$ cat src/sv/swtb_pkg.sv
`timescale 1ns / 1ps

package swtb_pkg;

	localparam int CMD_W      = 2;
	localparam int ELAPSED_W  = 24;
	localparam int FRAMES_W   = 16;
	localparam int TIME_W     = 32;
	localparam int SCALE_W    = 16;
	localparam int PERIOD_W   = 20;
	localparam int CFG_IDX_W  = 2;
	localparam int CFG_DATA_W = 32;

	localparam int MUL_A_W = 16;
	localparam int MUL_B_W = 24;
	localparam int PROD_W  = MUL_A_W + MUL_B_W;
	localparam int MAG_W   = 26;
	localparam int MOD_W   = TIME_W + 1;

	localparam logic [PROD_W-1:0] SCALE_DEN  = PROD_W'(4096000);
	localparam logic [PROD_W-1:0] SCALE_HALF = PROD_W'(2048000);
	localparam logic [PROD_W-1:0] FRAME_DEN  = PROD_W'(1000);
	localparam logic [PROD_W-1:0] FRAME_HALF = PROD_W'(500);

	localparam logic [CFG_IDX_W-1:0] REG_TIME_SCALE   = 2'd0;
	localparam logic [CFG_IDX_W-1:0] REG_WRAP_LIMIT   = 2'd1;
	localparam logic [CFG_IDX_W-1:0] REG_PAUSED       = 2'd2;
	localparam logic [CFG_IDX_W-1:0] REG_FRAME_PERIOD = 2'd3;

	localparam logic signed [SCALE_W-1:0] TIME_SCALE_RESET   = 16'sd4096;
	localparam logic [PERIOD_W-1:0]       FRAME_PERIOD_RESET = 20'd16667;

	typedef enum logic [CMD_W-1:0] {
		CMD_ADVANCE = 2'd0,
		CMD_FRAME   = 2'd1,
		CMD_LOAD    = 2'd2
	} cmd_t;

	typedef struct packed {
		cmd_t                        cmd;
		logic [ELAPSED_W-1:0]        elapsed_us;
		logic signed [FRAMES_W-1:0]  frame_count;
		logic [TIME_W-1:0]           load_value;
	} in_item_t;

	typedef struct packed {
		logic [TIME_W-1:0]        time_ms;
		logic                     wrapped;
		logic signed [TIME_W-1:0] delta_ms;
	} out_item_t;

endpackage

$ cat src/sv/scaled_wrapping_time_base.sv
`timescale 1ns / 1ps

// Millisecond time base with scaled advance, frame step and load commands. Each item yields
// one result. A load, an unknown command or a scaled advance while paused goes straight from
// idle to the finish state. A scaled advance or frame step runs a bit-serial multiply and a
// restoring division for the rounded change in milliseconds; with a non-zero wrap limit the
// same divider then reduces the new time modulo the limit. A new item is taken only in the
// idle state, once the result of the last one has been handed to the output register.
module scaled_wrapping_time_base import swtb_pkg::*; (
	input  logic                  clk,
	input  logic                  arst_n,
	input  logic                  cfg_we,
	input  logic [CFG_IDX_W-1:0]  cfg_index,
	input  logic [CFG_DATA_W-1:0] cfg_data,
	input  logic                  in_valid,
	output logic                  in_ready,
	input  in_item_t              in_item,
	output logic                  out_valid,
	input  logic                  out_ready,
	output out_item_t             out_item
);

	localparam int ITER_W = $clog2(PROD_W + 1);

	typedef enum logic [4:0] {
		S_IDLE = 5'b00001,
		S_MUL  = 5'b00010,
		S_DIV  = 5'b00100,
		S_MOD  = 5'b01000,
		S_FIN  = 5'b10000
	} state_t;

	state_t state_q;

	logic signed [SCALE_W-1:0] time_scale_q;
	logic [TIME_W-1:0]         wrap_limit_q;
	logic                      paused_q;
	logic [PERIOD_W-1:0]       frame_period_q;
	logic [TIME_W-1:0]         time_q;

	logic                      rev_q;
	logic                      apply_q;
	logic                      frame_q;
	logic                      neg_q;
	logic [TIME_W-1:0]         res_time_q;

	logic                      out_valid_q;
	out_item_t                 out_item_q;

	logic                      in_fire;
	logic                      fin_fire;
	logic                      needs_mul;
	logic                      limit_nz;
	logic [FRAMES_W-1:0]       fc_bits;
	logic [MUL_A_W-1:0]        fc_abs;
	logic [SCALE_W-1:0]        sc_bits;
	logic [MUL_A_W-1:0]        sc_abs;

	logic                      mul_start;
	logic                      mul_done;
	logic                      div_start;
	logic                      div_done;
	logic [MUL_A_W-1:0]        mul_a;
	logic [MUL_B_W-1:0]        mul_b;
	logic [PROD_W-1:0]         mul_prod;
	logic [PROD_W-1:0]         div_num;
	logic [TIME_W-1:0]         div_den;
	logic [ITER_W-1:0]         div_iters;
	logic [PROD_W-1:0]         div_quo;
	logic [TIME_W-1:0]         div_rem;

	logic [MOD_W-1:0]          mag33;
	logic [MOD_W-1:0]          prev33;
	logic [MOD_W-1:0]          fwd33;
	logic [MOD_W-1:0]          back33;
	logic [MOD_W-1:0]          mod_in;
	logic                      under;
	logic [TIME_W-1:0]         direct_time;
	logic [TIME_W-1:0]         mod_time;

	logic                      wr;
	logic [TIME_W-1:0]         delta_base;
	logic [TIME_W-1:0]         delta_adj;
	logic [TIME_W-1:0]         delta;

	assign in_ready = (state_q == S_IDLE);
	assign in_fire  = in_valid && in_ready;
	assign fin_fire = (state_q == S_FIN) && (!out_valid_q || out_ready);
	assign limit_nz = (wrap_limit_q != '0);

	assign fc_bits = in_item.frame_count;
	assign sc_bits = time_scale_q;
	assign fc_abs  = fc_bits[FRAMES_W-1] ? (~fc_bits + MUL_A_W'(1)) : fc_bits;
	assign sc_abs  = sc_bits[SCALE_W-1] ? (~sc_bits + MUL_A_W'(1)) : sc_bits;

	assign needs_mul = (in_item.cmd == CMD_FRAME) || ((in_item.cmd == CMD_ADVANCE) && !paused_q);
	assign mul_a     = (in_item.cmd == CMD_FRAME) ? fc_abs : sc_abs;
	assign mul_b     = (in_item.cmd == CMD_FRAME) ? MUL_B_W'(frame_period_q) : in_item.elapsed_us;
	assign mul_start = in_fire && needs_mul;

	assign mag33  = MOD_W'(div_quo[MAG_W-1:0]);
	assign prev33 = {1'b0, time_q};
	assign fwd33  = prev33 + mag33;
	assign back33 = prev33 - mag33;
	assign under  = rev_q && back33[MOD_W-1];
	assign mod_in = under ? (MOD_W'(0) - back33) : (rev_q ? back33 : fwd33);
	assign direct_time = rev_q ? (under ? '0 : back33[TIME_W-1:0]) : fwd33[TIME_W-1:0];
	assign mod_time = (neg_q && (div_rem != '0)) ? (wrap_limit_q - div_rem) : div_rem;

	always_comb begin
		div_start = 1'b0;
		div_num   = mul_prod + (frame_q ? FRAME_HALF : SCALE_HALF);
		div_den   = frame_q ? TIME_W'(FRAME_DEN) : TIME_W'(SCALE_DEN);
		div_iters = ITER_W'(PROD_W);
		if (state_q == S_MUL && mul_done) begin
			div_start = 1'b1;
		end else if (state_q == S_DIV && div_done && limit_nz) begin
			div_start = 1'b1;
			div_num   = {mod_in, {(PROD_W - MOD_W){1'b0}}};
			div_den   = wrap_limit_q;
			div_iters = ITER_W'(MOD_W);
		end
	end

	swtb_serial_mul #(
		.A_W(MUL_A_W),
		.B_W(MUL_B_W)
	) u_mul (
		.clk   (clk),
		.arst_n(arst_n),
		.start (mul_start),
		.a     (mul_a),
		.b     (mul_b),
		.done  (mul_done),
		.prod  (mul_prod)
	);

	swtb_serial_div #(
		.N_W(PROD_W),
		.D_W(TIME_W)
	) u_div (
		.clk   (clk),
		.arst_n(arst_n),
		.start (div_start),
		.num   (div_num),
		.den   (div_den),
		.iters (div_iters),
		.done  (div_done),
		.quo   (div_quo),
		.rem   (div_rem)
	);

	// Wrap flag and delta are formed from the new time against the time before the item.
	assign wr = apply_q && limit_nz &&
		((!rev_q && (res_time_q < time_q)) || (rev_q && (res_time_q > time_q)));
	assign delta_base = res_time_q - time_q;
	assign delta_adj  = wr ? (rev_q ? (TIME_W'(0) - wrap_limit_q) : wrap_limit_q) : '0;
	assign delta      = (paused_q || !apply_q) ? '0 : (delta_base + delta_adj);

	always_ff @(posedge clk or negedge arst_n) begin
		if (!arst_n) begin
			state_q        <= S_IDLE;
			time_scale_q   <= TIME_SCALE_RESET;
			wrap_limit_q   <= '0;
			paused_q       <= 1'b0;
			frame_period_q <= FRAME_PERIOD_RESET;
			time_q         <= '0;
			out_valid_q    <= 1'b0;
		end else begin
			if (cfg_we) begin
				case (cfg_index)
					REG_TIME_SCALE:   time_scale_q   <= cfg_data[SCALE_W-1:0];
					REG_WRAP_LIMIT:   wrap_limit_q   <= cfg_data[TIME_W-1:0];
					REG_PAUSED:       paused_q       <= cfg_data[0];
					REG_FRAME_PERIOD: frame_period_q <= cfg_data[PERIOD_W-1:0];
					default: ;
				endcase
			end
			if (out_valid_q && out_ready && !fin_fire) begin
				out_valid_q <= 1'b0;
			end
			case (state_q)
				S_IDLE: begin
					if (in_fire) begin
						state_q <= needs_mul ? S_MUL : S_FIN;
					end
				end
				S_MUL: begin
					if (mul_done) begin
						state_q <= S_DIV;
					end
				end
				S_DIV: begin
					if (div_done) begin
						state_q <= limit_nz ? S_MOD : S_FIN;
					end
				end
				S_MOD: begin
					if (div_done) begin
						state_q <= S_FIN;
					end
				end
				S_FIN: begin
					if (fin_fire) begin
						state_q     <= S_IDLE;
						time_q      <= res_time_q;
						out_valid_q <= 1'b1;
					end
				end
				default: state_q <= S_IDLE;
			endcase
		end
	end

	always_ff @(posedge clk) begin
		if (in_fire) begin
			apply_q    <= needs_mul;
			frame_q    <= (in_item.cmd == CMD_FRAME);
			rev_q      <= (in_item.cmd == CMD_FRAME) ?
				(fc_bits[FRAMES_W-1] && (frame_period_q != '0)) : sc_bits[SCALE_W-1];
			res_time_q <= (in_item.cmd == CMD_LOAD) ? in_item.load_value : time_q;
		end
		if (state_q == S_DIV && div_done) begin
			neg_q <= under;
			if (!limit_nz) begin
				res_time_q <= direct_time;
			end
		end
		if (state_q == S_MOD && div_done) begin
			res_time_q <= mod_time;
		end
		if (fin_fire) begin
			out_item_q.time_ms  <= res_time_q;
			out_item_q.wrapped  <= wr;
			out_item_q.delta_ms <= delta;
		end
	end

	assign out_valid = out_valid_q;
	assign out_item  = out_item_q;

	a_busy_after_accept: assert property (@(posedge clk) disable iff (!arst_n)
		in_fire |=> (state_q != S_IDLE))
		else $error("block stayed idle after taking an item");

	a_mul_done_in_mul: assert property (@(posedge clk) disable iff (!arst_n)
		mul_done |-> (state_q == S_MUL))
		else $error("multiplier finished outside the multiply phase");

	a_div_done_in_div: assert property (@(posedge clk) disable iff (!arst_n)
		div_done |-> ((state_q == S_DIV) || (state_q == S_MOD)))
		else $error("divider finished outside a divide phase");

	a_time_below_limit: assert property (@(posedge clk) disable iff (!arst_n)
		(fin_fire && apply_q && limit_nz) |=> (time_q < wrap_limit_q))
		else $error("wrapped time is not below the wrap limit");

	a_no_wrap_without_limit: assert property (@(posedge clk) disable iff (!arst_n)
		(fin_fire && !limit_nz) |=> !out_item_q.wrapped)
		else $error("wrap flag set with no wrap limit");

	a_paused_zero_delta: assert property (@(posedge clk) disable iff (!arst_n)
		(fin_fire && paused_q) |=> (out_item_q.delta_ms == '0))
		else $error("non-zero delta while paused");

endmodule

$ cat src/sv/swtb_serial_mul.sv
`timescale 1ns / 1ps

module swtb_serial_mul import swtb_pkg::*; #(
	parameter int A_W = MUL_A_W,
	parameter int B_W = MUL_B_W
) (
	input  logic             clk,
	input  logic             arst_n,
	input  logic             start,
	input  logic [A_W-1:0]   a,
	input  logic [B_W-1:0]   b,
	output logic             done,
	output logic [A_W+B_W-1:0] prod
);

	localparam int CNT_W = (A_W > 1) ? $clog2(A_W) : 1;

	logic [A_W+B_W-1:0] p_q;
	logic [B_W-1:0]     b_q;
	logic [CNT_W-1:0]   cnt_q;
	logic               busy_q;
	logic               done_q;
	logic [B_W:0]       sum;

	assign sum = {1'b0, p_q[A_W+B_W-1:A_W]} + (p_q[0] ? {1'b0, b_q} : {(B_W+1){1'b0}});

	always_ff @(posedge clk or negedge arst_n) begin
		if (!arst_n) begin
			busy_q <= 1'b0;
			done_q <= 1'b0;
			cnt_q  <= '0;
		end else begin
			done_q <= 1'b0;
			if (start) begin
				busy_q <= 1'b1;
				cnt_q  <= '0;
			end else if (busy_q) begin
				cnt_q <= cnt_q + CNT_W'(1);
				if (cnt_q == CNT_W'(A_W - 1)) begin
					busy_q <= 1'b0;
					done_q <= 1'b1;
				end
			end
		end
	end

	always_ff @(posedge clk) begin
		if (start) begin
			p_q <= {{B_W{1'b0}}, a};
			b_q <= b;
		end else if (busy_q) begin
			p_q <= {sum, p_q[A_W-1:1]};
		end
	end

	assign done = done_q;
	assign prod = p_q;

endmodule

$ cat src/sv/swtb_serial_div.sv
`timescale 1ns / 1ps

module swtb_serial_div import swtb_pkg::*; #(
	parameter int N_W = PROD_W,
	parameter int D_W = TIME_W
) (
	input  logic                        clk,
	input  logic                        arst_n,
	input  logic                        start,
	input  logic [N_W-1:0]              num,
	input  logic [D_W-1:0]              den,
	input  logic [$clog2(N_W+1)-1:0]    iters,
	output logic                        done,
	output logic [N_W-1:0]              quo,
	output logic [D_W-1:0]              rem
);

	localparam int CNT_W = $clog2(N_W + 1);

	logic [N_W-1:0]   quo_q;
	logic [D_W-1:0]   rem_q;
	logic [D_W-1:0]   den_q;
	logic [CNT_W-1:0] cnt_q;
	logic             busy_q;
	logic             done_q;
	logic [D_W:0]     shifted;
	logic [D_W+1:0]   diff;
	logic             ge;

	assign shifted = {rem_q, quo_q[N_W-1]};
	assign diff    = {1'b0, shifted} - {2'b00, den_q};
	assign ge      = !diff[D_W+1];

	always_ff @(posedge clk or negedge arst_n) begin
		if (!arst_n) begin
			busy_q <= 1'b0;
			done_q <= 1'b0;
			cnt_q  <= '0;
		end else begin
			done_q <= 1'b0;
			if (start) begin
				busy_q <= 1'b1;
				cnt_q  <= iters;
			end else if (busy_q) begin
				cnt_q <= cnt_q - CNT_W'(1);
				if (cnt_q == CNT_W'(1)) begin
					busy_q <= 1'b0;
					done_q <= 1'b1;
				end
			end
		end
	end

	always_ff @(posedge clk) begin
		if (start) begin
			quo_q <= num;
			rem_q <= '0;
			den_q <= den;
		end else if (busy_q) begin
			quo_q <= {quo_q[N_W-2:0], ge};
			rem_q <= ge ? diff[D_W-1:0] : shifted[D_W-1:0];
		end
	end

	assign done = done_q;
	assign quo  = quo_q;
	assign rem  = rem_q;

endmodule

$ cat config.mk
export PLATFORM = sky130hd
export DESIGN_NAME = scaled_wrapping_time_base
export DESIGN_NICKNAME = d
export VERILOG_FILES = /design/src/sv/swtb_pkg.sv /design/src/sv/scaled_wrapping_time_base.sv /design/src/sv/swtb_serial_mul.sv /design/src/sv/swtb_serial_div.sv
export SDC_FILE = /design/constraint.sdc
export NUM_CORES = 1
export LEC_CHECK = 0
export BUFFER_PORTS_ARGS = -buffer_cell sky130_fd_sc_hd__buf_2
export CAP_MARGIN = 20
export CORE_MARGIN = 2
export CORE_UTILIZATION = 55
export CTS_BUF_LIST = sky130_fd_sc_hd__clkbuf_4 sky130_fd_sc_hd__clkbuf_8
export DETAILED_ROUTE_END_ITERATION = 12
export PLACE_DENSITY_LB_ADDON = 0.25
export SLEW_MARGIN = 20
export SYNTH_ARGS = -nofsm -noshare
export SYNTH_HDL_FRONTEND = slang
export SYNTH_HIERARCHICAL = 1
export SYNTH_SLANG_ARGS = --single-unit
$ cat constraint.sdc
create_clock -name clk -period 11.9 [get_ports clk]
set_clock_uncertainty 0.15 [all_clocks]
set_input_delay 1.785 -clock clk [delete_from_list [all_inputs] [get_ports clk]]
set_output_delay 1.785 -clock clk [all_outputs]
set_load 0.005 [all_outputs]
# --- Word-level counts from Yosys, hierarchy flattened ---
# Index checks and enable logic that the tools add are counted.
classes:
  addsub: 14
  n_lt_le_gt_ge: 2
  n_eq_ne: 17
  n_mux: 60
  bitwise: 2
  reduce_logical: 40
op_table:
  columns: ["operator", "n"]
  rows:
  - ["two-way mux 32 bit", 13]
  - ["two-way mux 40 bit", 4]
  - ["two-way mux 16 bit", 5]
  - ["two-way mux 33 bit", 2]
  - ["nonzero test 32 bit", 2]
  - ["subtractor 32 bit", 2]
  - ["adder 40 x 21 -> 40 bit", 1]
  - ["two-way mux 5 bit", 7]
  - ["subtractor 33 x 32 -> 34 bit", 1]
  - ["adder 32 x 26 -> 33 bit", 1]
  - ["subtractor 1 x 33 -> 33 bit (first input constant)", 1]
  - ["subtractor 32 x 26 -> 33 bit", 1]
  - ["adder 16 x 1 -> 16 bit (second input constant)", 2]
  - ["adder 32 bit", 1]
  - ["greater-than comparator 32 bit", 1]
  - ["< comparator 32 bit", 1]
  - ["NOT 16 bit", 2]
  - ["subtractor 1 x 32 -> 32 bit (first input constant)", 1]
  - ["adder 24 x 24 -> 25 bit", 1]
  - ["one-hot mux 5 bit (5 select lines)", 1]
  - ["two-way mux 24 bit", 1]
  - ["two-way mux 22 bit", 1]
  - ["two-way mux 21 bit", 1]
  - ["two-way mux 20 bit", 1]
  - ["other kinds (24)", 81]
word_totals:
  reg_bits: 390
  in_bits: 113
  output_inout_bits: 67
  wordCells: 163

# --- Logic depth before layout (Yosys ltp) ---
# Gate-level depths: netlist of the first run.
logic_depth:
  word_depth: 8
  depth_mapped: 27
  mapped_depth_nobuf: 25

# --- Modules after synthesis ---
# Netlist of the first run, hierarchy kept.
by_module_without_submodules:
  columns: ["mod", "n_inst", "cells_per_inst", "area_per_inst_um2", "seq_area_each_um2"]
  rows:
  - ["scaled_wrapping_time_base", 1, 2721, 21365.5, 5400.2]
  - ["swtb_serial_div", 1, 624, 6322.3, 3002.9]
  - ["swtb_serial_mul", 1, 369, 3905.0, 1831.8]

# --- Least setup slack after synthesis of the first run ---
# OpenSTA, ideal clock, no wires.
synth_path:
  path_type: "flip-flop to flip-flop"
  from: "reg time_q[1]"
  to: "reg out_item_q (netlist bit out_item[24]), data pin"
  setup_ns: 0.266
  t_arrival_ns: 5.656
  required_ns: 11.484
  path_slack_ns: 5.828
  path_stages_with_launch: 27
  path_buffers: 2
  synth_period_minus_slack_ns: 6.072
  cell_sequence: "dfrtp_1 -> inv_1 -> ha_1 -> nor2b_1 -> o21a_1 -> o21a_1 -> o21ai_0 -> nand3_1 -> a221oi_1 -> mux2i_1 -> and3_1 -> clkbuf_1 -> clkbuf_1 -> nand2_1 -> fa_1 -> inv_1 -> fa_1 -> a211oi_1 -> o211ai_1 -> a32o_1 -> o21a_1 -> o41ai_1 -> o211ai_1 -> a31oi_1 -> o21bai_1 -> xnor2_1 -> nor2_1"
synth_between:
  elab_chain_cells: 6
  elab_cells_between_ends: 9
  classes_between: "add/sub: 2; order compare: 2; mux: 1; reduce/logical: 4"
synth_lines:
  columns: ["element", "line_no", "rtl"]
  rows:
  - ["from (decl)", "scaled_wrapping_time_base.sv:39", "logic [TIME_W-1:0] time_q;"]
  - ["from (signal assigned)", "scaled_wrapping_time_base.sv:206", "time_q <= res_time_q;"]
  - ["< comparator 32 bit / greater-than comparator 32 bit (equally long branches)", "scaled_wrapping_time_base.sv:155", "((!rev_q && (res_time_q < time_q)) || (rev_q && (res_time_q > time_q)));"]
  - ["logical AND 1 bit", "scaled_wrapping_time_base.sv:155", null]
  - ["logical OR 1 bit *", "scaled_wrapping_time_base.sv:155", null]
  - ["logical AND 1 bit *", "scaled_wrapping_time_base.sv:154", "assign wr = apply_q && limit_nz &&"]
  - ["net wr", "scaled_wrapping_time_base.sv:81", "logic wr;"]
  - ["two-way mux 32 bit *", "scaled_wrapping_time_base.sv:157", "assign delta_adj = wr ? (rev_q ? (TIME_W'(0) - wrap_limit_q) : wrap_limit_q) : '0;"]
  - ["adder 32 bit *", "scaled_wrapping_time_base.sv:158", "assign delta = (paused_q || !apply_q) ? '0 : (delta_base + delta_adj);"]
  - ["to (decl)", "scaled_wrapping_time_base.sv:48", "out_item_t out_item_q;"]
# The timed path passes the listed nets; every way through them passes the cells marked *.
# A chain may end at the register's enable or synchronous reset.

# --- Final worst setup path of the first run ---
layout_path:
  from: "reg wrap_limit_q[9]"
  to: "reg out_item_q (netlist bit out_item[30]), data pin"
layout_between:
  elab_chain_cells: 5
  elab_cells_between_ends: 7
  classes_between: "add/sub: 2; mux: 2; reduce/logical: 3"
layout_lines:
  columns: ["element", "line_no", "rtl"]
  rows:
  - ["from (decl)", "scaled_wrapping_time_base.sv:36", "logic [TIME_W-1:0] wrap_limit_q;"]
  - ["from (signal assigned)", "scaled_wrapping_time_base.sv:173", "REG_WRAP_LIMIT: wrap_limit_q <= cfg_data[TIME_W-1:0];"]
  - ["parallel branches: the longest is 3 deep, another holds subtractor 1 x 32 -> 32 bit", null, null]
  - ["two-way mux 32 bit *", "scaled_wrapping_time_base.sv:157", null]
  - ["adder 32 bit *", "scaled_wrapping_time_base.sv:158", null]
# Every way passes the cells marked *.

==> run summary, run 1 <==
# DRC - 0
Post-route ant nets - 0
Largest net degree at the start of global routing - 81
Post-CTS setup repair buffer count - 0
Clk_lat worst skew - 0.69 ns
Fin cells - 4651
Clk root buf - clkbuf_8
Fmax - 141.6 MHz
Fin crit share - 59.33%
RSZ-0062 raised after global routing - false
Pre-antenna DRT Iters - 6
Critical Path Source Type - flip-flop
Number of enable flip-flop cells after synthesis - 181
Ys flop type - edfxtp_1
Nature of the critical path endpoint - flip-flop
Synth-to-layout area growth - 9.830%
Final Critical Period - 7.061 ns
Crit Path Class - flip-flop to flip-flop
Hold buffer count at cts - 0
Slowest library cell on the worst path - nand4_1
Detailed-route wire length - 105700 um
H-tree depth - 3
Dpl hpwl - 80280 um
Dpl ws - 4.991 ns
Cell Area, Synth - 0.03159 mm2
Count of final setup violators - 0
I/O Pins - 180
Simple-gate share of the synthesized area - 17.71%
Hold WC Path Type - flip-flop to flip-flop
Vias per std cell - 6.258
Clk pin slew, worst setup/hold paths - 0.07 ns
Cell mode on critical path - o211ai_1
Seq/Total Area, Yosys - 32.40%
Placed Cells - 4513
PortBufs - 179
Gp weighted congestion - 1.015
Vias in the first global route - 26810
Worst-Margin Slew - 1.046 ns
Outcome - finished clean
Vias post-DR - 29110
Initial antenna violation count - 5
Worst Path Max Fanout - 31
Post-synthesis mux area share - 5.283%
Crit path cell chain - or4_1, or4_1, nor3_1, nand4_1, and3_1, buf_4, and2_1, fa_1, ha_1, o21ai_0, o211ai_1, a32o_1, nor4b_1, o211ai_1, o211ai_1, a211oi_1, o31ai_1, xnor2_1, nor2_1
Die height - 243.7 um
Per-cell routed wire length - 22.72 um
Synthesized flop and latch total - 390
Xor and xnor fraction of the mapped netlist area - 6.697%
Starting Density - 55.81%
Setup TNS - 0 ns
Num CTS Buffers - 73
CP required - 12.18 ns
Power Dens Cells - 320.1 mW/mm2
Final design utilization - 61.30%
Largest family of logic cells by synthesized area - compound AO/OA/AOI/OAI gates
Number of clock sinks - 390
Cell row count - 87
CP peak stage delay - 0.67 ns
Async set or reset register ratio after synthesis - 31.03%
Final Hold Viols - 0
Pleak - 0.01509 uW
Grt total ovfl - 0
Power, Total - 11110 uW
Die width - 243.7 um
GRT Util Overall - 34.87%
Adder-cell share of the synthesized area - 11.11%
Layout cells sized above 1 - 13.64%
WP data arrival - 7.34 ns
Final Max Tran Viols - 0
Layout fillers - 5012
Iteration-0 DRC Markers - 3669
Bufs on Longest Clock Path - 3
Yosys Warn Count - 6
Cell variety after synth - 102
Maximum vdd drop - 0.1582 mV
CTS tree - yes
Core footprint - 0.05660 mm2
Post-CTS resize count - 0
Max_slew headroom - 30.10%
Compound-gate portion of the synthesized area - 21.12%
Syn avg cell area - 8.506 um2
Die area - 0.05938 mm2
Cells after synthesis - 3714
First-pass GRT wire length - 159600 um
Net count, final - 4205
Max-cap violations - 0
PnR worst setup slack - 4.839 ns
[layer usage]
| metal | track usage [%] | routed length (um) | vias to the layer above |
|---|---|---|---|
| li1 | - | - | 13570 |
| met1 | 49.55 | 45810 | 13840 |
| met2 | 51.03 | 44240 | 1473 |
| met3 | 7.193 | 10600 | 222 |
| met4 | 15.62 | 4999 | 2 |
| met5 | 0 | 13 | - |
[layout by cell type (no fill, tap or decap), types with 36 or more instances in the layout]
cell type	netlist	final
dfxtp_1	88	88
a21oi_1	267	267
nand2b_1	38	37
nor3_1	70	70
xor2_1	84	84
dfrtp_1	113	112
inv_1	292	291
a21o_1	79	79
mux2_2	126	126
and2_1	49	49
a211oi_1	82	82
nand3_1	61	61
nand2_1	391	389
buf_2	8	178
ha_1	223	223
edfxtp_1	181	181
o21a_1	48	48
nor2_1	307	305
nand4_1	40	40
and3_1	39	38
or3_1	44	44
o21ai_0	238	238
clkbuf_8	0	83
xnor2_1	155	155
fa_1	36	36
[kinds of logic after synthesis]
logic type | after synthesis
buf+inv | 464
flops | 390
other cells | 2
compound gates | 1029
xor+xnor | 240
fa+ha+maj | 259
simple gates | 1179
mux | 151
[flip-flops by register name (all words and copies together) (netlist names), 16 cells and up]
name,flops
u_div/quo,40
sc_bits,16
wrap_limit_q,32
u_mul/b_q,24
time_q,32
res_time_q,32
out_item,65
u_div/rem,32
frame_period_q,20
u_mul/prod,40
u_div/den_q,32
[Yosys cell counts, types with 9 or more instances]
master / number / area share [%]
and3_1: 39 / 0.77
nand2b_1: 38 / 0.75
xor2_1: 84 / 2.3
and2_1: 49 / 0.97
nor2b_1: 31 / 0.61
o211ai_1: 32 / 0.76
mux2i_1: 25 / 0.79
o21bai_1: 30 / 0.71
edfxtp_1: 181 / 17
a21oi_1: 267 / 4.2
nand2_1: 391 / 4.6
o22ai_1: 15 / 0.30
a21o_1: 79 / 1.9
o21a_1: 48 / 1.1
nor3_1: 70 / 1.1
nor2_1: 307 / 3.6
ha_1: 223 / 8.8
nor3b_1: 9 / 0.21
nor4_1: 32 / 0.63
xnor2_1: 155 / 4.3
inv_1: 292 / 3.5
o31ai_1: 32 / 0.76
a221oi_1: 12 / 0.33
a31oi_1: 30 / 0.59
a21boi_0: 10 / 0.24
fa_1: 36 / 2.3
or4_1: 22 / 0.52
buf_1: 13 / 0.15
or3_1: 44 / 0.87
dfxtp_1: 88 / 5.6
dfrtp_1: 113 / 9.0
nand3_1: 61 / 0.97
mux2_2: 126 / 4.5
a311oi_1: 24 / 0.67
nand4_1: 40 / 0.79
and4_1: 9 / 0.25
clkbuf_1: 143 / 1.7
a211oi_1: 82 / 1.9
o21ai_0: 238 / 3.8
[power breakdown]
group	internal, uW	leakage (uW)	switching, uW
combinational	2780	0.0105	4290
clock	829	0.000840	636
sequential	1920	0.00379	652
[worst max-delay path, delay by kind of cell, from the launching register on]
kind | cells | cell delay, ns
xor gates and xnor gates | 1 | 0.16
buffers and inverters | 1 | 0.24
and+or+nand+nor | 8 | 3.18
DFF | 1 | 0.47
adders and majority gates | 2 | 0.80
AOI/OAI and AO/OA | 7 | 1.79
[area by class of cell]
class                   count  area (um2)  share of cell area (%)
diodes                      2       5.005                 0.01442
clock buffers              99        1262                   3.638
clock inverters            36       355.3                   1.024
inverters                 295        1107                   3.191
multi-input cells        2862       19630                   56.57
flip-flops and latches    390       10240                   29.50
well taps                 756       945.9                   2.726
repair buffers            211        1159                   3.339
[metrics by stage]
stage	cell area [um2]	hold WS, ns
2_1_floorplan	31600	0.2842
3_3_place_gp	33040	0.3054
3_5_place_dp	33040	0.3228
4_1_cts	34660	0.3378
5_1_grt	34700	0.3498
6_report	34700	0.3429
[worst paths after layout]
path | startpoint | end | slack (ns) | cells after the start
worst max-delay path | wrap_limit_q[9]$_DFFE_PN0P_ | out_item[30]$_SDFFCE_PP0P_ | 4.84 | 19
worst min-delay path | res_time_q[5]$_DFF_P_ | out_item[38]$_DFFE_PP_ | 0.34 | 0
worst max register to register | wrap_limit_q[9]$_DFFE_PN0P_ | out_item[30]$_SDFFCE_PP0P_ | 4.84 | 19
worst min register to register | res_time_q[5]$_DFF_P_ | out_item[38]$_DFFE_PP_ | 0.34 | 0
max in group asynchronous | arst_n | state_q[0]$_DFFE_PN1P_ | 9.38 | 3
min in group asynchronous | arst_n | wrap_limit_q[20]$_DFFE_PN0P_ | 1.02 | 1
No activity file was read; power rests on OpenSTA's default activity.
==> inputs of run 2 (changes only) <==
--- a/config.mk
+++ b/config.mk
@@ -5,6 +5,7 @@
 export SDC_FILE = /design/constraint.sdc
 export NUM_CORES = 1
 export LEC_CHECK = 0
+export ABC_AREA = 1
 export BUFFER_PORTS_ARGS = -buffer_cell sky130_fd_sc_hd__buf_2
 export CAP_MARGIN = 20
 export CORE_MARGIN = 2
==> constraint.sdc (replaced) <==
create_clock -name clk -period 6.3 [get_ports clk]
set_clock_uncertainty 0.15 [all_clocks]
set_input_delay 0.945 -clock clk [delete_from_list [all_inputs] [get_ports clk]]
set_output_delay 0.945 -clock clk [all_outputs]
set_load 0.005 [all_outputs]
==> run 2 against run 1 <==
- utilization down 0.37 points
- final cell count rose by 40%
- hold slack got worse by 0.25 ns
- first-iteration DRC count grew 39%
- largest cell class unchanged
==> run summary, run 2 <==
PnR worst setup slack - 0.3864 ns (-4.453 ns)
Nature of the critical path endpoint - flip-flop
WP data arrival - 6.20 ns (-1.14 ns)
Synth top cells by count - nand2_1, inv_1, nor2_1
Cells after synthesis - 5455 (+47%)
Hold Worst Slack - 0.09548 ns (-0.2474 ns)
Cell row count - 92 (+5.7%)
Post-route ant nets - 0 (unchanged)
Vias in the first global route - 34500 (+29%)
Initial antenna violation count - 10 (+5)
Core footprint - 0.06331 mm2 (+12%)
RSZ-0062 raised after global routing - false
Max_slew headroom - 16.94% (-13 points)
Clk root buf - clkbuf_8
Pre-antenna DRT Iters - 6 (unchanged)
CP required - 6.59 ns (-5.59 ns)
Per-cell routed wire length - 21.32 um (-6.2%)
Largest net degree at the start of global routing - 128 (+58%)
CTS tree - yes
Starting Density - 55.80% (about the same)
Setup TNS - 0 ns (unchanged)
Crit Path Class - flip-flop to flip-flop
Seq/Total Area, Yosys - 28.97% (-3.4 points)
Async set or reset register ratio after synthesis - 31.03% (unchanged)
Post-synthesis mux area share - 0.02834% (-5.3 points)
Most frequent cells in the layout - nand2_1, inv_1, nor2_1, nand3_1, o21ai_0
Num CTS Buffers - 74 (+1.4%)
I/O Pins - 180 (unchanged)
Cell mode on critical path - nand2_1
First-pass GRT wire length - 206800 um (+30%)
Syn avg cell area - 6.476 um2 (-24%)
# DRC - 0 (unchanged)
Cell variety after synth - 70 (-31%)
Critical Path Source Type - flip-flop
Yosys Warn Count - 6 (unchanged)
Layout fillers - 6035 (+20%)
Clk pin slew, worst setup/hold paths - 0.06 ns (about the same)
Simple-gate share of the synthesized area - 33.08% (+15 points)
Compound-gate portion of the synthesized area - 14.14% (-7.0 points)
Post-synth top area cell - nand2_1
GRT Util Overall - 41.09% (+6.2 points)
Number of clock sinks - 390 (unchanged)
Synth area leaders - nand2_1, edfxtp_1, inv_1
Max-cap violations - 0 (unchanged)
Number of enable flip-flop cells after synthesis - 181 (unchanged)
Net count, final - 5985 (+42%)
Dpl ws - 0.3328 ns (-4.658 ns)
Fin cells - 6525 (+40%)
Final Max Tran Viols - 0 (unchanged)
Vias per std cell - 5.789 (-7.5%)
Grt total ovfl - 0 (unchanged)
Worst r2r path cells - 26 (+7)
Gp weighted congestion - 1.072 (+5.6%)
Worst-Margin Slew - 1.230 ns (+0.1842 ns)
Adder-cell share of the synthesized area - 9.939% (-1.2 points)
Final Critical Period - 5.914 ns (-1.147 ns)
Clk_lat worst skew - 0.72 ns (+0.03 ns)
Xor and xnor fraction of the mapped netlist area - 1.884% (-4.8 points)
Largest family of logic cells by synthesized area - simple AND/OR/NAND/NOR gates
Die height - 257.4 um (+5.6%)
Share of the synthesized area in the top cell type - 17.41% (+0.20 points)
Layout cells sized above 1 - 8.865% (-4.8 points)
Synth-to-layout area growth - 9.191%
Hold WC Path Type - input pin to async pin
CP peak stage delay - 0.53 ns (-0.14 ns)
Synthesized flop and latch total - 390 (unchanged)
Commonest non-fill, non-tap cell in the layout - nand2_1
Die width - 257.4 um (+5.6%)
Outcome - finished clean
Count of final setup violators - 0 (unchanged)
Die area - 0.06627 mm2 (+12%)
PortBufs - 179 (unchanged)
Fin crit share - 93.87% (+35 points)
Iteration-0 DRC Markers - 5089 (+39%)
Ys flop type - edfxtp_1
Bufs on Longest Clock Path - 3 (unchanged)
Slowest library cell on the worst path - dfrtp_1
Max reg flops - 65 (unchanged)
Detailed-route wire length - 139100 um (+32%)
Fmax - 169.1 MHz (+19%)
Dpl hpwl - 112100 um (+40%)
Count leader, synth - nand2_1
Vias post-DR - 37770 (+30%)
Final Hold Viols - 0 (unchanged)
Worst Path Max Fanout - 8 (-74%)
Placed Cells - 6383 (+41%)
H-tree depth - 3 (unchanged)
Cell Area, Synth - 0.03533 mm2 (+12%)
run 2: worst max-delay path: cells and delay by family, from the launching register on:
family / cells / cell delay (ns)
AND/OR/NAND/NOR: 14 / 1.82
buffers and inverters: 4 / 0.69
flip-flops: 1 / 0.53
adder cells (fa/ha/maj): 3 / 1.29
AO/OA/AOI/OAI: 5 / 1.17
run 2: logic make-up (layout without fill, tap and decap cells):
group                    Yosys count  after routing
buffers and inverters           1075           1292
flip-flops                       390            390
AND/OR/NAND/NOR                 2751           2751
multiplexers                       1              1
adder cells (fa/ha/maj)          259            259
other                              2              9
XOR/XNOR                          76             76
AO/OA/AOI/OAI                    901            901
run 2: routing by layer:
metal / vias to the layer above / wire [um] / global-route usage (%)
li1: 17920 / - / -
met3: 333 / 17200 / 9.840
met2: 2208 / 56530 / 59.51
met5: - / 23 / 0
met1: 17310 / 58560 / 58.07
met4: 4 / 6794 / 18.10
run 2: worst paths after layout:
kind,from,end,slack (ns)
setup / recovery,time_q[29]$_DFFE_PN0P_,out_item[26]$_SDFFCE_PP0P_,0.39
hold / removal,arst_n,sc_bits[11]$_DFFE_PN0P_,0.1
setup reg to reg,time_q[29]$_DFFE_PN0P_,out_item[26]$_SDFFCE_PP0P_,0.39
hold reg to reg,u_mul/cnt_q[3]$_DFFE_PN0P_,u_mul/cnt_q[3]$_DFFE_PN0P_,0.32
max in group asynchronous,arst_n,wrap_limit_q[4]$_DFFE_PN0P_,4.67
min in group clk,in_valid,state_q[0]$_DFFE_PN1P_,0.29
run 2: layout make-up:
cell class	count	area, um2	share of cell area, %
multi-input combinational	3992	20920	54.25
antenna	5	12.51	0.03244
clock buffer	103	1292	3.351
clock inverter	34	295.3	0.7655
timing repair buffer	225	1264	3.276
inverter	930	3491	9.050
sequential	390	10230	26.53
tap	846	1059	2.744
run 2: what timing repair did:
action | CTS | global route
setup buffers | 0 | 0
resized for setup | 0 | 5
hold buffers | 0 | 0
endpoints found under the setup margin | 0 | 13
run 2: per-stage QoR:
stage	area, um2	utilization [%]
detailed placement	36960	58.38
floorplan	35330	-
finish	38570	60.92
global route	38560	60.91
global placement	36960	58.38
CTS	38550	60.89
Power of run 2 is left out: the tool's default activity adds up to more than one toggle a clock period on the data nets, which glitch-free logic cannot reach.
